[config.mk]
export PLATFORM = sky130hd
export DESIGN_NAME = ekcc_ram
export DESIGN_NICKNAME = d
export VERILOG_FILES = /design/src/hw/rtl/ekcc_ram.sv
export SDC_FILE = /design/constraint.sdc
export NUM_CORES = 1
export LEC_CHECK = 0
export ABC_AREA = 0
export BUFFER_PORTS_ARGS = -buffer_cell sky130_fd_sc_hd__buf_2
export CAP_MARGIN = 15
export CORE_MARGIN = 1
export CORE_UTILIZATION = 58
export CTS_CLUSTER_DIAMETER = 100
export DETAILED_ROUTE_END_ITERATION = 10
export PLACE_DENSITY_LB_ADDON = 0.2
export SKIP_LAST_GASP = 1
export SLEW_MARGIN = 20
export SYNTH_ARGS = -nofsm -noshare
export SYNTH_HDL_FRONTEND = slang
export SYNTH_SLANG_ARGS = --single-unit
[constraint.sdc]
create_clock -name clk -period 2 [get_ports clk]
set_input_delay 0.2 -clock clk [delete_from_list [all_inputs] [get_ports clk]]
set_output_delay 0.2 -clock clk [all_outputs]
set_load 0.005 [all_outputs]
[src/hw/rtl/ekcc_ram.sv]
// generic single-write, single-read synchronous ram with registered read data
// no dependencies
`default_nettype none

module ekcc_ram #(
  parameter int WIDTH = 8,
  parameter int DEPTH = 16,
  parameter int AW    = (DEPTH > 1) ? $clog2(DEPTH) : 1
) (
  input  wire logic             clk,
  input  wire logic             wr_en,
  input  wire logic [AW-1:0]    wr_addr,
  input  wire logic [WIDTH-1:0] wr_data,
  input  wire logic [AW-1:0]    rd_addr,
  output logic      [WIDTH-1:0] rd_data
);

  logic [WIDTH-1:0] mem [DEPTH];

  // write port
  always_ff @(posedge clk) begin
    if (wr_en) begin
      mem[wr_addr] <= wr_data;
    end
  end

  // read port, registered read data
  always_ff @(posedge clk) begin
    rd_data <= mem[rd_addr];
  end

endmodule

`default_nettype wire

==> results_dict.tcl <==
set metrics [dict create \
    status "complete, no violations" \
    setup_ws_ns 0.6770 \
    hpwlAfterDp_um 5785 \
    rsz0062_at_grt "no" \
    slew_headroom_pct 46.27 \
    max_freq_mhz 755.9 \
    syn-instance-count 229 \
    grt_overflow 0 \
    port_buffers 25 \
    switchingPower_mw 1.335 \
    crit_fanout 1 \
    worstMarginPinSlew_ns 0.8029 \
    ys_seq_area_share_pct 77.78 \
    routed_wl_um 9953 \
    peakVddDrop_mv 0.7986 \
    start_kind "register" \
    post_route_cells_drive_above_1_share_pct 31.53 \
    criticalPathCategory "reg2reg" \
    antenna_found_initial 0 \
    fin_skew_ns 0.008311 \
    pwr-share-comb_pct 4.4 \
    cpMaxStageDelayCell "mux4_1" \
    start_util_pct 59.61 \
    synth_nets 247 \
    synthDistinctLibCells 19 \
    ios 26 \
    clock_latency_ns 0.51 \
    yosys.area.top_type_share_pct 74.67 \
    track_usage_pct 23.89 \
    first_pass_iters 5 \
    remaining_drc_errors 0 \
    ys_warn_count 0 \
    crit_arrival_ns 1.72 \
    leakage_nw 2.091 \
    coreArea_sq_um 8636 \
    setup_viol 0 \
    hold_viol 0 \
    grt_max_degree 33 \
    endpoint_kind "register" \
    vias_per_cell 6.196 \
    clkPwrFrac_pct 47.0 \
    grt_pass1_wl_um 14290 \
    htreeDepth 4 \
    dieWidth_um 96.21 \
    slew_viol_final 0 \
    die_area_sq_um 9255 \
    die_y_um 96.21 \
    cts_max_path_buffers 2 \
    synth_area_per_cell_sq_um 22.48 \
    gp_congestion 0.7764 \
    ys_ff_latch 136 \
    switching_share_pct 20.23 \
    synthTopCellsByArea "edfxtp_1 (75%), mux4_2 (7.9%), mux4_1 (7.1%)" \
    vias 2497 \
    ff2ff_setup_slack_ns 0.68 \
    post-place-ws_ns 0.3846 \
    area_growth_pct 18.33 \
    min_period_ns 1.323 \
    cp.required_ns 2.40 \
    power_density_nw_per_um2 1083 \
    cap_violations 0 \
    post-cts-setup-buffers 0 \
    cp_cell_sequence "mux4_1 > a22oi_1 > nand2_1" \
    cts_resized 0 \
    hold_class "in2reg" \
    post-route-period-util_pct 66.15 \
    yosys.area.top_type "edfxtp_1" \
    ant_nets 0 \
    drtIter0Drc 358 \
    rows 34 \
    numCtsBuffers 17 \
    clkSinkCount 136 \
    tns_ns 0 \
    clk_pin_slew_worst_paths_ns 0.06 \
    slowest_delay_ns 0.55 \
    synth_area_sq_um 5147 \
    diodes 0 \
    ctsRootBufferMaster "clkbuf_8" \
    cts_tree "yes" \
    internal_power_mw 5.263 \
    wl_per_cell_um 24.70 \
    grt_pass1_vias 2401 \
    finalNetCount 300 \
    power_frac_seq_pct 48.6 \
    crit_family "multiplexers" \
    cts-hold-fix-buffers 0 \
    path_buf_inv 0 \
]
path summary, 6_finish.rpt:
check / startpoint / endpoint / cells after the start
setup / recovery: mem[7][3]$_DFFE_PP_ / rd_data[3]$_DFF_P_ / 3
hold / removal: wr_data[5] / mem[6][5]$_DFFE_PP_ / 1
setup reg to reg: mem[7][3]$_DFFE_PP_ / rd_data[3]$_DFF_P_ / 3
hold reg to reg: mem[14][1]$_DFFE_PP_ / rd_data[1]$_DFF_P_ / 3
per-stage QoR:
step / utilization [%] / cell area, sq um / hold WS [ns] / std cells / power, mW
after floorplan: - / 5147 / 0.2989 / 229 / 3.422
after global placement: 63.56 / 5489 / 0.5758 / 371 / 3.547
after detailed placement: 63.56 / 5489 / 0.5815 / 371 / 3.557
after CTS: 70.53 / 6091 / 0.04781 / 403 / 6.637
after global routing: 70.53 / 6091 / 0.05014 / 403 / 6.791
final: 70.53 / 6091 / 0.06328 / 403 / 6.598
layout make-up:
cell class | count | area [sq um]
fillers | 526 | 2545
flip-flops and latches | 136 | 4004
well taps | 108 | 135.1
multi-input cells | 83 | 1057
repair buffers | 44 | 292.8
clock buffers | 20 | 435.4
clock inverters | 12 | 166.4
cell families (layout without fill, tap and decap cells):
group	count (synthesis)	count (layout)	synth area share, %
AOI/OAI and AO/OA	16	16	2.334
DFF	136	136	77.78
and+or+nand+nor	35	35	3.184
buffers and inverters	10	76	1.677
muxes	32	32	15.02
cell usage in the layout (no fill, tap or decap), types with 2 or more instances in the layout:
master | synthesis | routed
a22oi_1 | 16 | 16
mux4_1 | 14 | 14
dfxtp_1 | 8 | 8
buf_2 | 3 | 25
clkbuf_16 | 0 | 16
nor2_1 | 13 | 13
clkbuf_1 | 0 | 2
buf_12 | 0 | 2
nand2b_1 | 2 | 2
buf_4 | 1 | 17
clkbuf_8 | 0 | 2
inv_6 | 0 | 2
nand2_1 | 9 | 9
clkinv_4 | 0 | 5
bufinv_16 | 0 | 3
mux4_2 | 18 | 18
clkinvlp_4 | 0 | 2
nand3b_1 | 2 | 2
edfxtp_1 | 128 | 128
nor3_1 | 4 | 4
routing by layer:
metal | part of all wire (%) | track usage (%) | wire [um]
met4 | 1.6 | 9.826 | 161
met1 | 42 | 33.83 | 4220
met3 | 6.8 | 6.872 | 679
met5 | 0 | 0 | 0
met2 | 49 | 35.34 | 4892
power groups by stage:
stage | registers [mW] | clock network, mW | logic, mW
finish | 3.20 | 3.10 | 0.293
global route | 3.21 | 3.27 | 0.315
CTS | 3.21 | 3.14 | 0.295
detailed placement | 3.26 | 0 | 0.293
global placement | 3.26 | 0 | 0.287
floorplan | 3.26 | 0 | 0.162
cells in the mapped netlist:
cell               n
edfxtp_1         128
mux4_2            18
a22oi_1           16
mux4_1            14
nor2_1            13
nand2_1            9
dfxtp_1            8
nor3_1             4
buf_2              3
buf_6              3
clkdlybuf4s25_2    3
nand2b_1           2
nand3b_1           2
and2_1             1
and2b_1            1
buf_4              1
nand3_1            1
nor2b_1            1
or3b_2             1
flip-flops by register name (all words and copies together) (netlist names):
signal   flops
rd_data      8
mem        128
Power figures use the tool's default switching activity.
