===== src/hw/rtl/ekcc_pkg.sv =====
// shared types and constants for the expiring keyed challenge cache
// used by ekcc_ctrl, the top level and the testbench; depends on nothing
`default_nettype none

package ekcc_pkg;

  // slot count and derived widths
  localparam int ENTRIES = 16;
  localparam int IDX_W   = (ENTRIES > 1) ? $clog2(ENTRIES) : 1;
  localparam int CNT_W   = $clog2(ENTRIES + 1);
  localparam int CAP_W   = 5;
  localparam int LIFE_W  = 32;
  localparam int TIME_W  = 40;
  localparam int TOK_W   = 64;
  localparam int SLOT_W  = 4;

  // register reset values
  localparam logic [LIFE_W-1:0] LIFETIME_RESET = LIFE_W'(15000000);
  localparam logic [CAP_W-1:0]  CAPACITY_RESET = CAP_W'(10);

  // register indexes
  localparam logic [3:0] REG_LIFETIME = 4'd0;
  localparam logic [3:0] REG_CAPACITY = 4'd1;

  // request kinds
  localparam logic REQ_STORE  = 1'b0;
  localparam logic REQ_REMOVE = 1'b1;

  // result status codes
  localparam logic [1:0] ST_STORED  = 2'd0;
  localparam logic [1:0] ST_EMPTY   = 2'd1;
  localparam logic [1:0] ST_REMOVED = 2'd2;
  localparam logic [1:0] ST_MISSING = 2'd3;

  typedef struct packed {
    logic              req_type;
    logic              key_present;
    logic [TOK_W-1:0]  lookup_key;
    logic [TOK_W-1:0]  new_salt;
    logic [TOK_W-1:0]  new_challenge;
    logic [TIME_W-1:0] now;
  } req_t;

  typedef struct packed {
    logic [1:0]        status;
    logic [SLOT_W-1:0] slot_used;
    logic [TOK_W-1:0]  found_salt;
    logic [TOK_W-1:0]  found_challenge;
  } res_t;

  typedef struct packed {
    logic [LIFE_W-1:0] lifetime_ticks;
    logic [CAP_W-1:0]  capacity;
  } cfg_t;

  // one stored record as it sits in the slot memory
  typedef struct packed {
    logic [TIME_W-1:0] tstamp;
    logic [TOK_W-1:0]  challenge;
    logic [TOK_W-1:0]  salt;
    logic [TOK_W-1:0]  key;
  } slot_t;

  // slot memory write port
  typedef struct packed {
    logic             en;
    logic [IDX_W-1:0] addr;
    slot_t            data;
  } ram_wr_t;

endpackage

`default_nettype wire


===== src/hw/rtl/ekcc_ctrl.sv =====
// request sequencer: scans the slot memory, picks the target slot, writes back
// depends on ekcc_pkg; drives the ekcc_ram ports through the top level
`default_nettype none

module ekcc_ctrl
  import ekcc_pkg::*;
(
  input  wire logic              clk,
  input  wire logic              rst_n,
  input  wire logic              req_valid,
  output logic                   req_ready,
  input  wire req_t              req,
  input  wire cfg_t              cfg,
  output logic                   res_valid,
  input  wire logic              res_ready,
  output res_t                   res,
  output logic [IDX_W-1:0]       ram_rd_addr,
  input  wire slot_t             ram_rd_data,
  output ram_wr_t                ram_wr
);

  localparam logic [1:0] S_IDLE    = 2'd0;
  localparam logic [1:0] S_SCAN    = 2'd1;
  localparam logic [1:0] S_RESOLVE = 2'd2;
  localparam logic [1:0] S_DONE    = 2'd3;

  localparam int CMP_W = (CNT_W > CAP_W) ? CNT_W : CAP_W;

  logic [1:0]        state_r, state_nxt;
  req_t              req_r, req_nxt;
  res_t              res_r, res_nxt;
  logic [IDX_W-1:0]  eval_idx_r, eval_idx_nxt;
  logic [IDX_W-1:0]  slot_idx_r, slot_idx_nxt;
  logic [CNT_W-1:0]  count_r, count_nxt;
  logic [ENTRIES-1:0] valid_r, valid_nxt;
  logic              have_old_r, have_old_nxt;
  logic [IDX_W-1:0]  oldest_idx_r, oldest_idx_nxt;
  logic [TIME_W-1:0] oldest_time_r, oldest_time_nxt;

  logic              ent_valid;
  logic              key_eq;
  logic [TIME_W:0]   limit;
  logic              expired;
  logic              hit;
  logic              last;
  logic              older;
  logic [CMP_W-1:0]  cap_ext;
  logic [CMP_W-1:0]  eff_cap;
  logic              can_append;
  logic [IDX_W-1:0]  target;

  // compare the entry that came back from memory against the request
  always_comb begin
    ent_valid = valid_r[eval_idx_r];
    key_eq    = (ram_rd_data.key == req_r.lookup_key);
    limit     = {1'b0, ram_rd_data.tstamp} + (TIME_W + 1)'(cfg.lifetime_ticks);
    expired   = (limit < {1'b0, req_r.now});
    if (req_r.req_type == REQ_STORE) begin
      hit = !ent_valid || key_eq || expired;
    end else begin
      hit = ent_valid && key_eq;
    end
    last  = (CNT_W'(eval_idx_r) == (count_r - CNT_W'(1)));
    older = !have_old_r || (oldest_time_r > ram_rd_data.tstamp);
  end

  // capacity clamped to one..ENTRIES
  always_comb begin
    cap_ext = CMP_W'(cfg.capacity);
    if (cap_ext == CMP_W'(0)) begin
      eff_cap = CMP_W'(1);
    end else if (cap_ext > CMP_W'(ENTRIES)) begin
      eff_cap = CMP_W'(ENTRIES);
    end else begin
      eff_cap = cap_ext;
    end
    can_append = (CMP_W'(count_r) < eff_cap);
  end

  // sequencer
  always_comb begin
    state_nxt       = state_r;
    req_nxt         = req_r;
    res_nxt         = res_r;
    eval_idx_nxt    = eval_idx_r;
    slot_idx_nxt    = slot_idx_r;
    count_nxt       = count_r;
    valid_nxt       = valid_r;
    have_old_nxt    = have_old_r;
    oldest_idx_nxt  = oldest_idx_r;
    oldest_time_nxt = oldest_time_r;
    target          = eval_idx_r;
    req_ready       = 1'b0;
    res_valid       = 1'b0;
    ram_wr.en       = 1'b0;
    ram_wr.data     = '{tstamp: req_r.now, challenge: req_r.new_challenge,
                        salt: req_r.new_salt, key: req_r.lookup_key};

    case (state_r)
      S_IDLE: begin
        req_ready = 1'b1;
        if (req_valid) begin
          req_nxt      = req;
          eval_idx_nxt = IDX_W'(0);
          have_old_nxt = 1'b0;
          if (!req.key_present) begin
            res_nxt   = '{status: ST_EMPTY, slot_used: '0, found_salt: '0,
                          found_challenge: '0};
            state_nxt = S_DONE;
          end else if (count_r == CNT_W'(0)) begin
            state_nxt = S_RESOLVE;
          end else begin
            state_nxt = S_SCAN;
          end
        end
      end

      S_SCAN: begin
        if (hit) begin
          slot_idx_nxt = eval_idx_r;
          if (req_r.req_type == REQ_STORE) begin
            ram_wr.en             = 1'b1;
            valid_nxt[eval_idx_r] = 1'b1;
            res_nxt = '{status: ST_STORED, slot_used: SLOT_W'(eval_idx_r),
                        found_salt: '0, found_challenge: '0};
          end else begin
            valid_nxt[eval_idx_r] = 1'b0;
            res_nxt = '{status: ST_REMOVED, slot_used: SLOT_W'(eval_idx_r),
                        found_salt: ram_rd_data.salt,
                        found_challenge: ram_rd_data.challenge};
          end
          state_nxt = S_DONE;
        end else begin
          // track the oldest non-qualifying slot, first one on ties
          if (older) begin
            have_old_nxt    = 1'b1;
            oldest_idx_nxt  = eval_idx_r;
            oldest_time_nxt = ram_rd_data.tstamp;
          end
          if (last) begin
            state_nxt = S_RESOLVE;
          end else begin
            eval_idx_nxt = eval_idx_r + IDX_W'(1);
          end
        end
      end

      S_RESOLVE: begin
        if (req_r.req_type == REQ_STORE) begin
          if (can_append) begin
            target    = IDX_W'(count_r);
            count_nxt = count_r + CNT_W'(1);
          end else begin
            target = oldest_idx_r;
          end
          ram_wr.en         = 1'b1;
          valid_nxt[target] = 1'b1;
          slot_idx_nxt      = target;
          res_nxt = '{status: ST_STORED, slot_used: SLOT_W'(target),
                      found_salt: '0, found_challenge: '0};
        end else begin
          res_nxt = '{status: ST_MISSING, slot_used: '0, found_salt: '0,
                      found_challenge: '0};
        end
        state_nxt = S_DONE;
      end

      S_DONE: begin
        res_valid = 1'b1;
        if (res_ready) begin
          state_nxt = S_IDLE;
        end
      end

      default: begin
        state_nxt = S_IDLE;
      end
    endcase

    // write port; a read may meet a write on one entry, but that read data is never
    // used since a write only happens on the last step of a request
    ram_wr.addr = target;
  end

  // read address runs one ahead of the entry being compared
  assign ram_rd_addr = (state_r == S_IDLE) ? IDX_W'(0) : eval_idx_r + IDX_W'(1);

  assign res = res_r;

  // control state
  always_ff @(posedge clk) begin
    if (!rst_n) begin
      state_r    <= S_IDLE;
      count_r    <= '0;
      valid_r    <= '0;
      have_old_r <= 1'b0;
    end else begin
      state_r    <= state_nxt;
      count_r    <= count_nxt;
      valid_r    <= valid_nxt;
      have_old_r <= have_old_nxt;
    end
  end

  // request payload and scan bookkeeping
  always_ff @(posedge clk) begin
    req_r         <= req_nxt;
    res_r         <= res_nxt;
    eval_idx_r    <= eval_idx_nxt;
    slot_idx_r    <= slot_idx_nxt;
    oldest_idx_r  <= oldest_idx_nxt;
    oldest_time_r <= oldest_time_nxt;
  end

  // a stored slot is marked valid by the time its result is offered
  assert property (@(posedge clk) disable iff (!rst_n)
    (state_r == S_DONE && res_r.status == ST_STORED) |-> valid_r[slot_idx_r])
    else $error("stored slot not marked valid");

  // a removed slot is freed by the time its result is offered
  assert property (@(posedge clk) disable iff (!rst_n)
    (state_r == S_DONE && res_r.status == ST_REMOVED) |-> !valid_r[slot_idx_r])
    else $error("removed slot still valid");

  // the slot count only grows, one at a time
  assert property (@(posedge clk) disable iff (!rst_n)
    (!$stable(count_r) && $past(rst_n)) |-> (count_r == $past(count_r) + CNT_W'(1)))
    else $error("slot count changed by other than one");

  // the slot count never runs past the memory depth
  assert property (@(posedge clk) disable iff (!rst_n)
    count_r <= CNT_W'(ENTRIES))
    else $error("slot count beyond depth");

  // every write back is followed by the result step
  assert property (@(posedge clk) disable iff (!rst_n)
    ram_wr.en |=> (state_r == S_DONE))
    else $error("write back outside the final step");

endmodule

`default_nettype wire


===== config.mk =====
export PLATFORM = sky130hd
export DESIGN_NAME = ekcc_ctrl
export DESIGN_NICKNAME = d
export VERILOG_FILES = /design/src/hw/rtl/ekcc_pkg.sv /design/src/hw/rtl/ekcc_ctrl.sv
export SDC_FILE = /design/constraint.sdc
export NUM_CORES = 1
export LEC_CHECK = 0
export ABC_AREA = 1
export BUFFER_PORTS_ARGS = -buffer_cell sky130_fd_sc_hd__buf_2
export CORE_AREA = 2 2 344 346
export DETAILED_ROUTE_END_ITERATION = 10
export DIE_AREA = 0 0 346 348
export PLACE_DENSITY_LB_ADDON = 0.08
export SYNTH_ARGS = -nofsm -noshare
export SYNTH_HDL_FRONTEND = slang
export SYNTH_SLANG_ARGS = --single-unit

===== constraint.sdc =====
create_clock -name clk -period 20.7 [get_ports clk]
set_clock_uncertainty 0.1 [all_clocks]
set_input_delay 4.14 -clock clk [delete_from_list [all_inputs] [get_ports clk]]
set_output_delay 4.14 -clock clk [all_outputs]
set_load 0.02 [all_outputs]

==> impl.org, run 1 <==
** Setup path
- For the worst setup path, the data arrival time is 8.62 ns.
- Slack of the worst reg-to-reg path :: 15.54 ns
- Class of the most critical setup path :: primary input to output port
- The endpoint identified for the worst register-to-register timing path is res[127]$_DFFE_PP_.
- Of all nets on the critical path, the largest fanout is 5.
- In this design, the stage delay of the slowest critical-path cell is 0.42 ns.
- The worst register-to-register path begins at ram_wr[13]$_DFFE_PP_.
- The largest individual stage delay along the critical path comes from the cell sky130_fd_sc_hd__fa_1.
- Logic depth of the worst register-to-register path :: 12
- The cell that appears most often on the critical path is sky130_fd_sc_hd__nand2_1.
- STA classifies the critical path endpoint as an output port.
- Required time of the worst setup path :: 16.46 ns
- Element type at the critical path start :: primary input

** Final layout
- Final std cell area, no fill :: 29000 um2
- Area delta synth->final :: 28.8%
- After filler insertion, the fill cell instance count of the layout stands at 12.8k.
- The top cell types in the final layout, fill and taps aside, are 883 x sky130_fd_sc_hd__buf_2, 415 x sky130_fd_sc_hd__edfxtp_1, 329 x sky130_fd_sc_hd__inv_1, 266 x sky130_fd_sc_hd__nand2_1, 225 x sky130_fd_sc_hd__nor2_1.
- Leading cell type in the layout, fill and taps excluded :: sky130_fd_sc_hd__buf_2
- The net count of the finished layout is 3442.
- Of the cells placed in the final design, the portion with a size suffix greater than 1 is 36.0%.

** Floorplanning
- 884 I/O pins were placed.
- Core area :: 117000 um2
- From bottom edge to top edge, the die measures 348 um.
- X dimension of the die :: 346 um
- After floorplanning, the core was divided into 126 placement rows.
- Die area :: 120000 um2
- Once the floorplan was initialized, standard cells occupied 19.3% of the core.

** Worst hold path
- The tightest min-delay check is of the flip-flop to flip-flop type.
- Along the worst hold path, the cell count comes to 4.

** Place
- After legalization and detailed placement, the total HPWL measured 71400 um.
- During placement, the flow inserted port buffers numbering 883.
- Final weighted congestion in routability-driven placement :: 0.879
- In this run the cell area measured after placement is 27000 um2.

** Synthesis
- The average instance in the mapped netlist occupies 10.6 um2.
- Sequential element share of the synthesized area :: 57.4%
- In this run, distinct cell masters in the synthesized netlist total 51.
- YS warnings :: 0
- For this run, asynchronously set or reset flops after synthesis account for 0%.
- In this run, synthesis inferred 415 flip-flops with an integrated enable.
- Post-synthesis cell area :: 22500 um2
- Gate Count Post-Synth :: 2125
- The number of nets handed over by synthesis was 2759.
- The most used flip-flop cell after synthesis is sky130_fd_sc_hd__edfxtp_1.
- FF+latch count, synth :: 439

** Detailed routing
- DRC marker count from the first detailed-route iteration :: 930
- The detail route stage leaves a number of antenna-violating nets equal to 0.
- DR WL/cell :: 20.0 um
- Final wirelength :: 88000 um
- Routed via count :: 16.8k
- For this run, design rule violations remaining after detail routing come to 0.
- Mean number of vias per cell :: 3.83
- For this run, the detailed router's first-pass iteration total came to 5.

** Global routing
- First-pass GRT wire length :: 124000 um
- The number of global-route vias before repair is 17.7k.
- Global-route congestion overflow total :: 0
- The number of antenna violations at the first check in global routing came to 29.
- Overall track demand over capacity in global routing :: 14.1%
- Largest net degree at the start of global routing :: 111

** STA
- Setup_tns :: 0 ns
- The worst path in the final design needs a cycle of 12.86 ns, including I/O delays and setup.
- The final-report max-slew violation count came to 0.
- The final-report hold violation count is 0.
- Unrepaired setup endpoints after global routing :: no
- Based on the critical path, the design can be clocked at up to 77.7 MHz.
- For the pin with the worst max-slew slack, the measured transition is 1.22 ns.
- Max-slew headroom :: 18.4%
- Setup violations remaining at the end of the flow were counted as 0.
- Hold is met by 0.455 ns.
- After layout, the worst path uses 62.1% of the clock period.

** Clock tree
- Once the clock tree was built, the resizer swapped 0 gates to a different size.
- Clk pin slew, worst setup/hold paths :: 0.05 ns
- For this design, the CTS-stage hold fixing added 0 buffers.
- Cts bufs inserted :: 58
- TritonCTS built the clock tree.
- Clock latency at the later pin of the worst-skew pair :: 0.66 ns
- In this run the deepest clock path goes through 3 buffers.
- Post-CTS repair timing setup buffer count :: 0
- H-tree level count :: 2
- The tree is rooted in a sky130_fd_sc_hd__clkbuf_16.
- For this design, the sink count on the clock tree is 439.

** Power and ir drop
- Dividing total power by cell area gives a power density of 131 nW/um2.
- Leak pwr :: 13.4 nW
- Maximum vdd ir drop :: 62.8 uV
- Power, Total :: 0.00381 W

** Run status
- Run status :: completed

** Flow run
- The tool flagged a number of max-cap violations equal to 0.
[layout make-up]
cell class	count	area [um2]	share of cell area, %
Timing Repair Buffer	889	4460	15.4
Antenna cell	8	20.0	0.0690
Tap cell	1536	1920	6.62
Multi-Input combinational cell	1076	6420	22.1
Inverter	344	1300	4.48
Sequential cell	439	12900	44.6
Clock inverter	34	413	1.42
Clock buffer	75	1540	5.29
[cells in the mapped netlist (2+ instances only)]
library cell               instances  area share (%)
sky130_fd_sc_hd__a21o_1            4            0.13
sky130_fd_sc_hd__or2_2             5            0.14
sky130_fd_sc_hd__a21boi_0          2           0.067
sky130_fd_sc_hd__o21a_1           11            0.37
sky130_fd_sc_hd__o21ai_0          45             1.0
sky130_fd_sc_hd__ha_1            126             7.0
sky130_fd_sc_hd__o221ai_1          3            0.12
sky130_fd_sc_hd__a21oi_1         115             2.6
sky130_fd_sc_hd__dfxtp_1          24             2.1
sky130_fd_sc_hd__xnor2_1          16            0.62
sky130_fd_sc_hd__buf_2             6            0.13
sky130_fd_sc_hd__o211ai_1          8            0.27
sky130_fd_sc_hd__nor2_1          226             3.8
sky130_fd_sc_hd__o21ai_2           4            0.16
sky130_fd_sc_hd__a21oi_2           6            0.23
sky130_fd_sc_hd__clkbuf_1         18            0.30
sky130_fd_sc_hd__inv_1           330             5.5
sky130_fd_sc_hd__nand4_1          32            0.89
sky130_fd_sc_hd__clkinv_1          9            0.15
sky130_fd_sc_hd__nand3_1          45             1.0
sky130_fd_sc_hd__nand2_4           3            0.15
sky130_fd_sc_hd__buf_6             3            0.15
sky130_fd_sc_hd__nor2_2           15            0.42
sky130_fd_sc_hd__nand2_2           5            0.14
sky130_fd_sc_hd__xor2_1           84             3.3
sky130_fd_sc_hd__o21ai_1           7            0.16
sky130_fd_sc_hd__a31oi_1           2           0.056
sky130_fd_sc_hd__edfxtp_1        415              55
sky130_fd_sc_hd__buf_4           233             7.8
sky130_fd_sc_hd__nor4_1            6            0.17
sky130_fd_sc_hd__nand2_1         266             4.4
sky130_fd_sc_hd__nor3_1           21            0.47
sky130_fd_sc_hd__inv_2             5           0.083
sky130_fd_sc_hd__a211oi_1          4            0.13
sky130_fd_sc_hd__buf_1             5           0.083
[state kept, by name, summed over array words and instances (netlist names), named ones only]
signal,flops
eval_idx_r,4
state_r,2
count_r,5
req_r,1
oldest_time_r,40
have_old_r,1
ram_wr,232
oldest_idx_r,4
res,134
[through the flow]
stage	util, %	setup WS (ns)	instances
floorplan	-	3.49	2125
global placement	23.1	7.76	4284
detailed placement	23.1	7.74	4284
CTS	24.8	7.71	4393
global route	24.8	7.32	4398
finish	24.8	7.84	4401
[report_power, final]
part	switching [W]	total, W	internal [W]
Clock	0.000422	0.00104	0.000623
Combinational	0.000955	0.00132	0.000363
Sequential	0.000119	0.00145	0.00133
Total	0.00150	0.00381	0.00232
[cells by family after synthesis]
logic type,share of synthesized area (%)
DFF,57.4
and+or+nand+nor,11.9
xor gates and xnor gates,3.89
adders and majority gates,7.09
AOI/OAI and AO/OA,5.53
buffers and inverters,14.2
[worst max-delay path: cells and delay by family]
| family | cells | cell delay (ns) |
|---|---|---|
| buffers and inverters | 3 | 0.47 |
| adders and majority gates | 3 | 1.00 |
| xor gates and xnor gates | 1 | 0.15 |
| AOI/OAI and AO/OA | 7 | 1.51 |
| and+or+nand+nor | 15 | 1.36 |
[layer usage]
metal,global-route usage (%),up-vias,share of wire (%)
met5,0,-,0.10
met4,3.53,12,2.1
met3,4.06,120,6.7
met2,25.6,577,51
met1,16.2,7975,40
li1,-,8155,-
[how the worst max path moves through the flow]
stage | start | to | slack, ns | depth (start not counted)
floorplan | cfg[5] | res[0]$_DFFE_PP_ | 3.49 | 30
global placement | ram_rd_data[192] | ram_wr[236] | 7.76 | 29
detailed placement | ram_rd_data[192] | ram_wr[236] | 7.74 | 29
CTS | ram_rd_data[192] | ram_wr[236] | 7.71 | 29
global route | ram_rd_data[192] | ram_wr[236] | 7.32 | 29
finish | ram_rd_data[192] | ram_wr[236] | 7.84 | 29
Note: power is estimated with default switching activity, not from simulation.
==> run 2, diff against run 1 <==
--- a/config.mk
+++ b/config.mk
@@ -7,9 +7,9 @@
 export LEC_CHECK = 0
 export ABC_AREA = 1
 export BUFFER_PORTS_ARGS = -buffer_cell sky130_fd_sc_hd__buf_2
-export CORE_AREA = 2 2 344 346
+export CORE_AREA = 2 2 342 344
 export DETAILED_ROUTE_END_ITERATION = 10
-export DIE_AREA = 0 0 346 348
+export DIE_AREA = 0 0 344 346
 export PLACE_DENSITY_LB_ADDON = 0.08
 export SYNTH_ARGS = -nofsm -noshare
 export SYNTH_HDL_FRONTEND = slang
==> constraint.sdc (replaced) <==
create_clock -name clk -period 10.6 [get_ports clk]
set_clock_uncertainty 0.1 [all_clocks]
set_input_delay 2.12 -clock clk [delete_from_list [all_inputs] [get_ports clk]]
set_output_delay 2.12 -clock clk [all_outputs]
set_load 0.02 [all_outputs]
==> run 2 against run 1 <==
Compared with the run above: power grew 96%; sequential share of layout area is essentially flat; non-clock buffer count grew 1; cell area is essentially flat; critical endpoint unchanged; highest routed layer unchanged.
==> impl.org, run 2 (synthesis gave the netlist of run 1 again) <==
** Run status
- The flow ran to the end, and the final reports show no timing, DRC or antenna violations.

** Global routing
- The leftover overflow at the end of global routing is 0 (unchanged).
- Overall track demand over capacity in global routing :: 14.6% (+0.46 points)
- The global-route wire length before repair is 126000 um (+1.4%).
- Initial antenna violation count :: 30 (+3.4%)
- The number of global-route vias before repair was 18.0k (+1.7%).
- Largest net degree at the start of global routing :: 152 (+37%)

** STA
- Setup ws final :: 1.83 ns (-6.01 ns)
- The transition at the pin with the smallest max-transition slack was 1.19 ns (-0.0332 ns).
- Counting I/O delays and the setup requirement, the final critical path takes 8.77 ns.
- Final period util :: 82.7%
- Total count of max-transition violations in the final report :: 0 (unchanged)
- Static timing analysis puts the maximum clock frequency at 114 MHz.
- The count of final setup violators is 0 (unchanged).
- Unrepaired setup endpoints after global routing :: no
- Setup_tns :: 0 ns (unchanged)
- The worst slew margin relative to its limit was 20.9% (+2.5 points).
- The final-report hold violation count was 0 (unchanged).

** Clock tree
- Post-CTS repair timing setup buffer count :: 0 (unchanged)
- The H-tree depth reported by CTS was 2 (unchanged).
- Clock latency at the later pin of the worst-skew pair :: 0.65 ns (about the same)
- TritonCTS built the clock tree.
- Clk pin slew, worst setup/hold paths :: 0.06 ns (about the same)
- CTS Hold Buffers Added :: 0 (unchanged)
- CTS Buffer Depth :: 3 (unchanged)
- The tree is rooted in a sky130_fd_sc_hd__clkbuf_16.
- The total CTS buffers came to 58 (unchanged).
- The number of instances resized during post-cts repair was 0 (unchanged).
- Total number of clock tree sinks :: 439 (unchanged)

** Setup path
- By instance count, the cell type seen most on the critical path is sky130_fd_sc_hd__nand2_1.
- The kind of cell with the highest combined delay along the critical path is compound AO/OA/AOI/OAI gates.
- Data arrival time at the worst-slack endpoint :: 6.55 ns (-2.07 ns)
- The cell depth of the worst flop-to-flop path was 13 (+1).
- Bufs and invs on worst path :: 3 (unchanged)
- Critical Path Slowest Stage Cell :: sky130_fd_sc_hd__fa_1
- The maximum fanout count along the critical path came to 5 (unchanged).
- The critical path is of the primary input to output port type.
- The worst setup path is launched from a primary input.
- The delay of the slowest critical-path stage came to 0.42 ns (about the same).
- The cell depth of the worst setup path is 29 (unchanged).
- Crit end category :: output port
- The required time of the worst setup path came to 8.38 ns (-8.08 ns).

** Place
- The number of instances in the placed design was 4273 (-0.26%).
- Final weighted congestion in routability-driven placement :: 0.868 (-1.3%)
- Half-perimeter wire length after placement :: 72600 um (+1.7%)
- Worst-case setup slack after placement :: 1.70 ns (-6.05 ns)
- Count of input and output buffers :: 883 (unchanged)

** Final layout
- Layout cell share with drive strength beyond 1 :: 36.0% (about the same)
- Filler instances :: 12.6k (-1.2%)
- The filler-free cell count of the finished design is 4392 (-0.20%).
- The library cells used most frequently in the layout, excluding fill and tap cells, are 883 x sky130_fd_sc_hd__buf_2, 415 x sky130_fd_sc_hd__edfxtp_1, 329 x sky130_fd_sc_hd__inv_1, 266 x sky130_fd_sc_hd__nand2_1, 225 x sky130_fd_sc_hd__nor2_1.
- Largest register FFs :: 232 (unchanged)
- The count of nets after finishing came to 3443 (+0.029%).
- Leading cell type in the layout, fill and taps excluded :: sky130_fd_sc_hd__buf_2
- The utilization after layout is 25.1% (+0.34 points).
- Area delta synth->final :: 28.8% (about the same)

** Detailed routing
- The average routed wire per standard cell is 20.4 um (+2.1%).
- Routed via count :: 16.9k (+0.61%)
- Residual DRC count :: 0 (unchanged)
- Remaining number of nets flagged by the antenna check after routing :: 0 (unchanged)
- Mean number of vias per cell :: 3.86 (+0.81%)
- The initial detailed-routing violation count is 772 (-17%).
- The first-pass iteration count of the detailed router was 5 (unchanged).
- Final wirelength :: 89600 um (+1.9%)

** Floorplanning
- The number of placement rows was 125 (-0.79%).
- The floorplan die area was 119000 um2 (-1.1%).
- The die width is 344 um (-0.58%).
- Starting Density :: 19.5% (+0.26 points)
- Core area :: 115000 um2 (-1.3%)
- The count of pins on the block boundary came to 884 (unchanged).
- Die span in y :: 346 um (-0.57%)

** Flow run
- Number of maximum-capacitance violations :: 0 (unchanged)

** Worst hold path
- Worst hold path depth :: 4 (unchanged)
- Classification of the worst-slack hold path :: flip-flop to flip-flop

** Power and ir drop
- The ratio of total power to cell area came to 258 nW/um2 (+96%).
- Leak pwr :: 13.4 nW (about the same)
- The maximum ir drop on the vdd rail is 154 uV (+150%).
run 2: final cells by class:
type,instances,area (um2),area share (%)
diodes,12,30.0,0.103
clock buffers,71,1530,5.28
clock inverters,36,389,1.34
inverters,344,1300,4.47
multi-input cells,1076,6420,22.1
flip-flops and latches,439,12900,44.6
well taps,1524,1910,6.57
repair buffers,890,4510,15.5
run 2: metrics by stage:
step                      hold WS [ns]  area (um2)  power (W)
after floorplan                  0.324       22500    0.00468
after global placement           0.431       27100    0.00556
final                            0.436       29000    0.00749
after CTS                        0.442       29000    0.00767
after global routing             0.476       29000    0.00795
after detailed placement         0.430       27100    0.00556
run 2: path summary, 6_finish.rpt:
kind | startpoint | end | slack (ns)
setup / recovery | ram_rd_data[192] | ram_wr[236] | 1.83
hold / removal | flip-flop | flip-flop | 0.44
setup reg to reg | eval_idx_r[0]$_SDFFCE_PN0P_ | res[28]$_DFFE_PP_ | 6.21
hold reg to reg | flip-flop | flip-flop | 0.44
run 2: worst reg2reg max path, cell delays in order (launching register included):
cell	delay, ns
sky130_fd_sc_hd__edfxtp_1	0.81
sky130_fd_sc_hd__inv_1	0.45
sky130_fd_sc_hd__a21oi_1	0.26
sky130_fd_sc_hd__o21ai_1	0.09
sky130_fd_sc_hd__nand2_1	0.07
sky130_fd_sc_hd__nand2_1	0.07
sky130_fd_sc_hd__nand4_1	0.16
sky130_fd_sc_hd__nand2_1	0.08
sky130_fd_sc_hd__nand2_1	0.11
sky130_fd_sc_hd__nand2_2	0.09
sky130_fd_sc_hd__nand2_4	0.32
sky130_fd_sc_hd__nand2_1	0.15
sky130_fd_sc_hd__nor3_4	0.83
sky130_fd_sc_hd__buf_4	0.46
run 2: power by group:
| group | switching, W | internal (W) | total [W] |
|---|---|---|---|
| registers | 0.000233 | 0.00260 | 0.00283 |
| clock network | 0.000836 | 0.00120 | 0.00203 |
| logic | 0.00190 | 0.000730 | 0.00263 |
| total | 0.00297 | 0.00452 | 0.00749 |
run 2: layer usage:
metal  wire [um]  GRT usage, %
met1       34200          16.1
met3        6170          4.20
met2       47300          27.0
met5          81             0
met4        1910          3.69
==> run 3, diff against run 2 <==
--- a/config.mk
+++ b/config.mk
@@ -7,9 +7,9 @@
 export LEC_CHECK = 0
 export ABC_AREA = 1
 export BUFFER_PORTS_ARGS = -buffer_cell sky130_fd_sc_hd__buf_2
-export CORE_AREA = 2 2 342 344
+export CORE_AREA = 2 2 344 346
 export DETAILED_ROUTE_END_ITERATION = 10
-export DIE_AREA = 0 0 344 346
+export DIE_AREA = 0 0 346 348
 export PLACE_DENSITY_LB_ADDON = 0.08
 export SYNTH_ARGS = -nofsm -noshare
 export SYNTH_HDL_FRONTEND = slang
==> constraint.sdc (replaced) <==
create_clock -name clk -period 8.8 [get_ports clk]
set_clock_uncertainty 0.1 [all_clocks]
set_input_delay 1.76 -clock clk [delete_from_list [all_inputs] [get_ports clk]]
set_output_delay 1.76 -clock clk [all_outputs]
set_load 0.02 [all_outputs]
==> run 3 against run 2 <==
Compared with the run above: utilization fell by 0.22 points; count of clock-buffer cells in the layout shrank 1; cell area increased by 0.46%; critical path type unchanged; largest power group unchanged; highest routed layer unchanged.
==> impl.org, run 3 (synthesis gave the netlist of run 1 again) <==
** STA
- The worst slew margin relative to its limit came to 16.1% (-4.8 points).
- The final-report hold violation count is 0 (unchanged).
- Final period util :: 89.9%
- Setup_tns :: 0 ns (unchanged)
- Unrepaired setup endpoints after global routing :: no
- The final-report max-slew violation count came to 0 (unchanged).
- Minimum hold slack :: 0.435 ns (-0.000712 ns)
- For this run, the top clock speed supported by timing is 126 MHz.
- Final setup violation count :: 0 (unchanged)
- The worst path needs 7.91 ns of the cycle, external delays included.
- Worst-Margin Slew :: 1.25 ns (+0.0676 ns)

** Place
- Count of input and output buffers :: 883 (unchanged)
- Half-perimeter wire length after placement :: 70500 um (-2.8%)
- The placer's final routability congestion estimate is 0.849 (-2.2%).

** Power and ir drop
- The maximum ir drop on the vdd rail was 178 uV (+15%).
- Leak pwr :: 13.5 nW (+0.49%)
- The ratio of total power to cell area is 312 nW/um2 (+21%).

** Clock tree
- The number of instances resized during post-cts repair was 0 (unchanged).
- The number of buffers inserted by hold repair at cts came to 0 (unchanged).
- The total CTS buffers is 57 (-1.7%).
- The clock sink count came to 439 (unchanged).
- Clk Tree Root Cell :: sky130_fd_sc_hd__clkbuf_16
- H-tree level count :: 2 (unchanged)
- The largest buffer count on any clock path was 3 (unchanged).
- TritonCTS clock tree :: built
- Clock latency at the later pin of the worst-skew pair :: 0.64 ns (about the same)
- The number of setup buffers added after CTS is 0 (unchanged).
- The clock transition at the register clock pins on the worst setup and hold paths after CTS was 0.06 ns (about the same).

** Global routing
- Largest net degree at the start of global routing :: 152 (unchanged)
- The total global routing track utilization is 14.0% (-0.62 points).
- Initial antenna violation count :: 25 (-17%)
- The leftover overflow at the end of global routing was 0 (unchanged).
- The global-route wire length before repair is 123000 um (-2.0%).
- Via count of the first global-routing pass :: 17.9k (-0.44%)

** Flow run
- Number of maximum-capacitance violations :: 0 (unchanged)

** Detailed routing
- Total iterations of the first detailed-routing run :: 5 (unchanged)
- The initial detailed-routing violation count came to 711 (-7.9%).
- The number of design rule violations left after detail routing was 0 (unchanged).
- The total routed wirelength came to 87000 um (-3.0%).
- The number of nets with antenna violations after routing came to 0 (unchanged).
- The overall via count from detail_route is 16.9k (-0.28%).
- DR WL/cell :: 19.8 um (-3.1%)
- Mean number of vias per cell :: 3.84 (-0.41%)

** Setup path
- The arrival time of data at the critical path endpoint came to 6.05 ns (-0.50 ns).
- Class of the most critical setup path :: primary input to output port
- Largest fanout on the critical path :: 3 (-2)
- Maximum cell stage delay along the critical path :: 0.41 ns (about the same)
- CP most frequent cell :: sky130_fd_sc_hd__nand2_1
- Required time of the worst setup path :: 6.94 ns (-1.44 ns)
- Crit end category :: output port
- Critical Path Slowest Stage Cell :: sky130_fd_sc_hd__fa_1
- Element type at the critical path start :: primary input

** Final layout
- Filler instances :: 12.7k (+0.19%)
- Layout cell share with drive strength beyond 1 :: 36.4% (+0.39 points)
- Largest register FFs :: 232 (unchanged)
- Count of nets after finishing :: 3446 (+0.087%)
- Leading cell type in the layout, fill and taps excluded :: sky130_fd_sc_hd__buf_2
- Most frequent cells in the layout :: 883 x sky130_fd_sc_hd__buf_2, 415 x sky130_fd_sc_hd__edfxtp_1, 329 x sky130_fd_sc_hd__inv_1, 266 x sky130_fd_sc_hd__nand2_1, 225 x sky130_fd_sc_hd__nor2_1
- The area growth from synthesis to layout is 29.4%.

** Worst hold path
- The path class of the tightest hold or removal check is flip-flop to flip-flop.

** Floorplanning
- The count of pins on the block boundary is 884 (unchanged).
- The initial core utilization is 19.3% (-0.26 points).
- The vertical die dimension came to 348 um (+0.58%).
- The die width is 346 um (+0.58%).
- Placement Rows :: 126 (+0.80%)
- Die area :: 120000 um2 (+1.2%)
- The floorplan core area is 117000 um2 (+1.3%).

** Run status
- Run status :: completed
## run 3: changes by cell type in the layout (fill, tap and decap cells not counted), moves of 3 or more
cell / delta
sky130_fd_sc_hd__bufinv_16: +3
sky130_fd_sc_hd__buf_12: +3
sky130_fd_sc_hd__diode_2: -6
sky130_fd_sc_hd__clkinv_1: -7
sky130_fd_sc_hd__clkbuf_8: +5
sky130_fd_sc_hd__clkbuf_1: -4
## run 3: area by class of cell
class	count	area, um2	area share [%]
multi-input combinational	1076	6420	22.0
clock buffer	70	1540	5.26
sequential	439	12900	44.4
clock inverter	33	452	1.55
inverter	344	1300	4.45
antenna	6	15.0	0.0515
timing repair buffer	894	4580	15.7
tap	1536	1920	6.59
## run 3: path summary, 6_finish.rpt
path,startpoint,to,slack [ns],cells after the start
worst max-delay path,ram_rd_data[192],ram_wr[236],0.89,29
worst max register to register,ram_wr[34]$_DFFE_PP_,res[122]$_DFFE_PP_,4.39,13
worst min register to register,flip-flop,flip-flop,0.44,4
worst min-delay path,flip-flop,flip-flop,0.44,4
## run 3: critical path, delay by kind of cell
| kind | cells | cell delay [ns] |
|---|---|---|
| adder cells (fa/ha/maj) | 3 | 0.89 |
| buffers and inverters | 3 | 0.45 |
| XOR/XNOR | 1 | 0.15 |
| AO/OA/AOI/OAI | 7 | 1.45 |
| AND/OR/NAND/NOR | 15 | 1.32 |
## run 3: where the power goes
part | internal, W | switching [W]
Sequential | 0.00313 | 0.000261
Combinational | 0.000916 | 0.00227
Clock | 0.00153 | 0.000995
## run 3: through the flow
step                      area [um2]  cells  worst slack [ns]  util (%)  total power, W
final                          29200   4398             0.886      24.9         0.00909
after global routing           29200   4397             0.314      24.9         0.00965
after CTS                      29100   4392             0.740      24.9         0.00931
after detailed placement       27200   4289             0.779      23.2         0.00671
after global placement         27200   4289             0.741      23.2         0.00671
after floorplan                22500   2125             0.158         -         0.00564
## run 3: layer usage
layer / vias up / track usage [%] / wire length (um)
li1: 8155 / - / -
met5: - / 0 / 76
met1: 8079 / 15.4 / 33100
met4: 12 / 3.82 / 1910
met2: 516 / 26.0 / 46300
met3: 132 / 3.90 / 5590
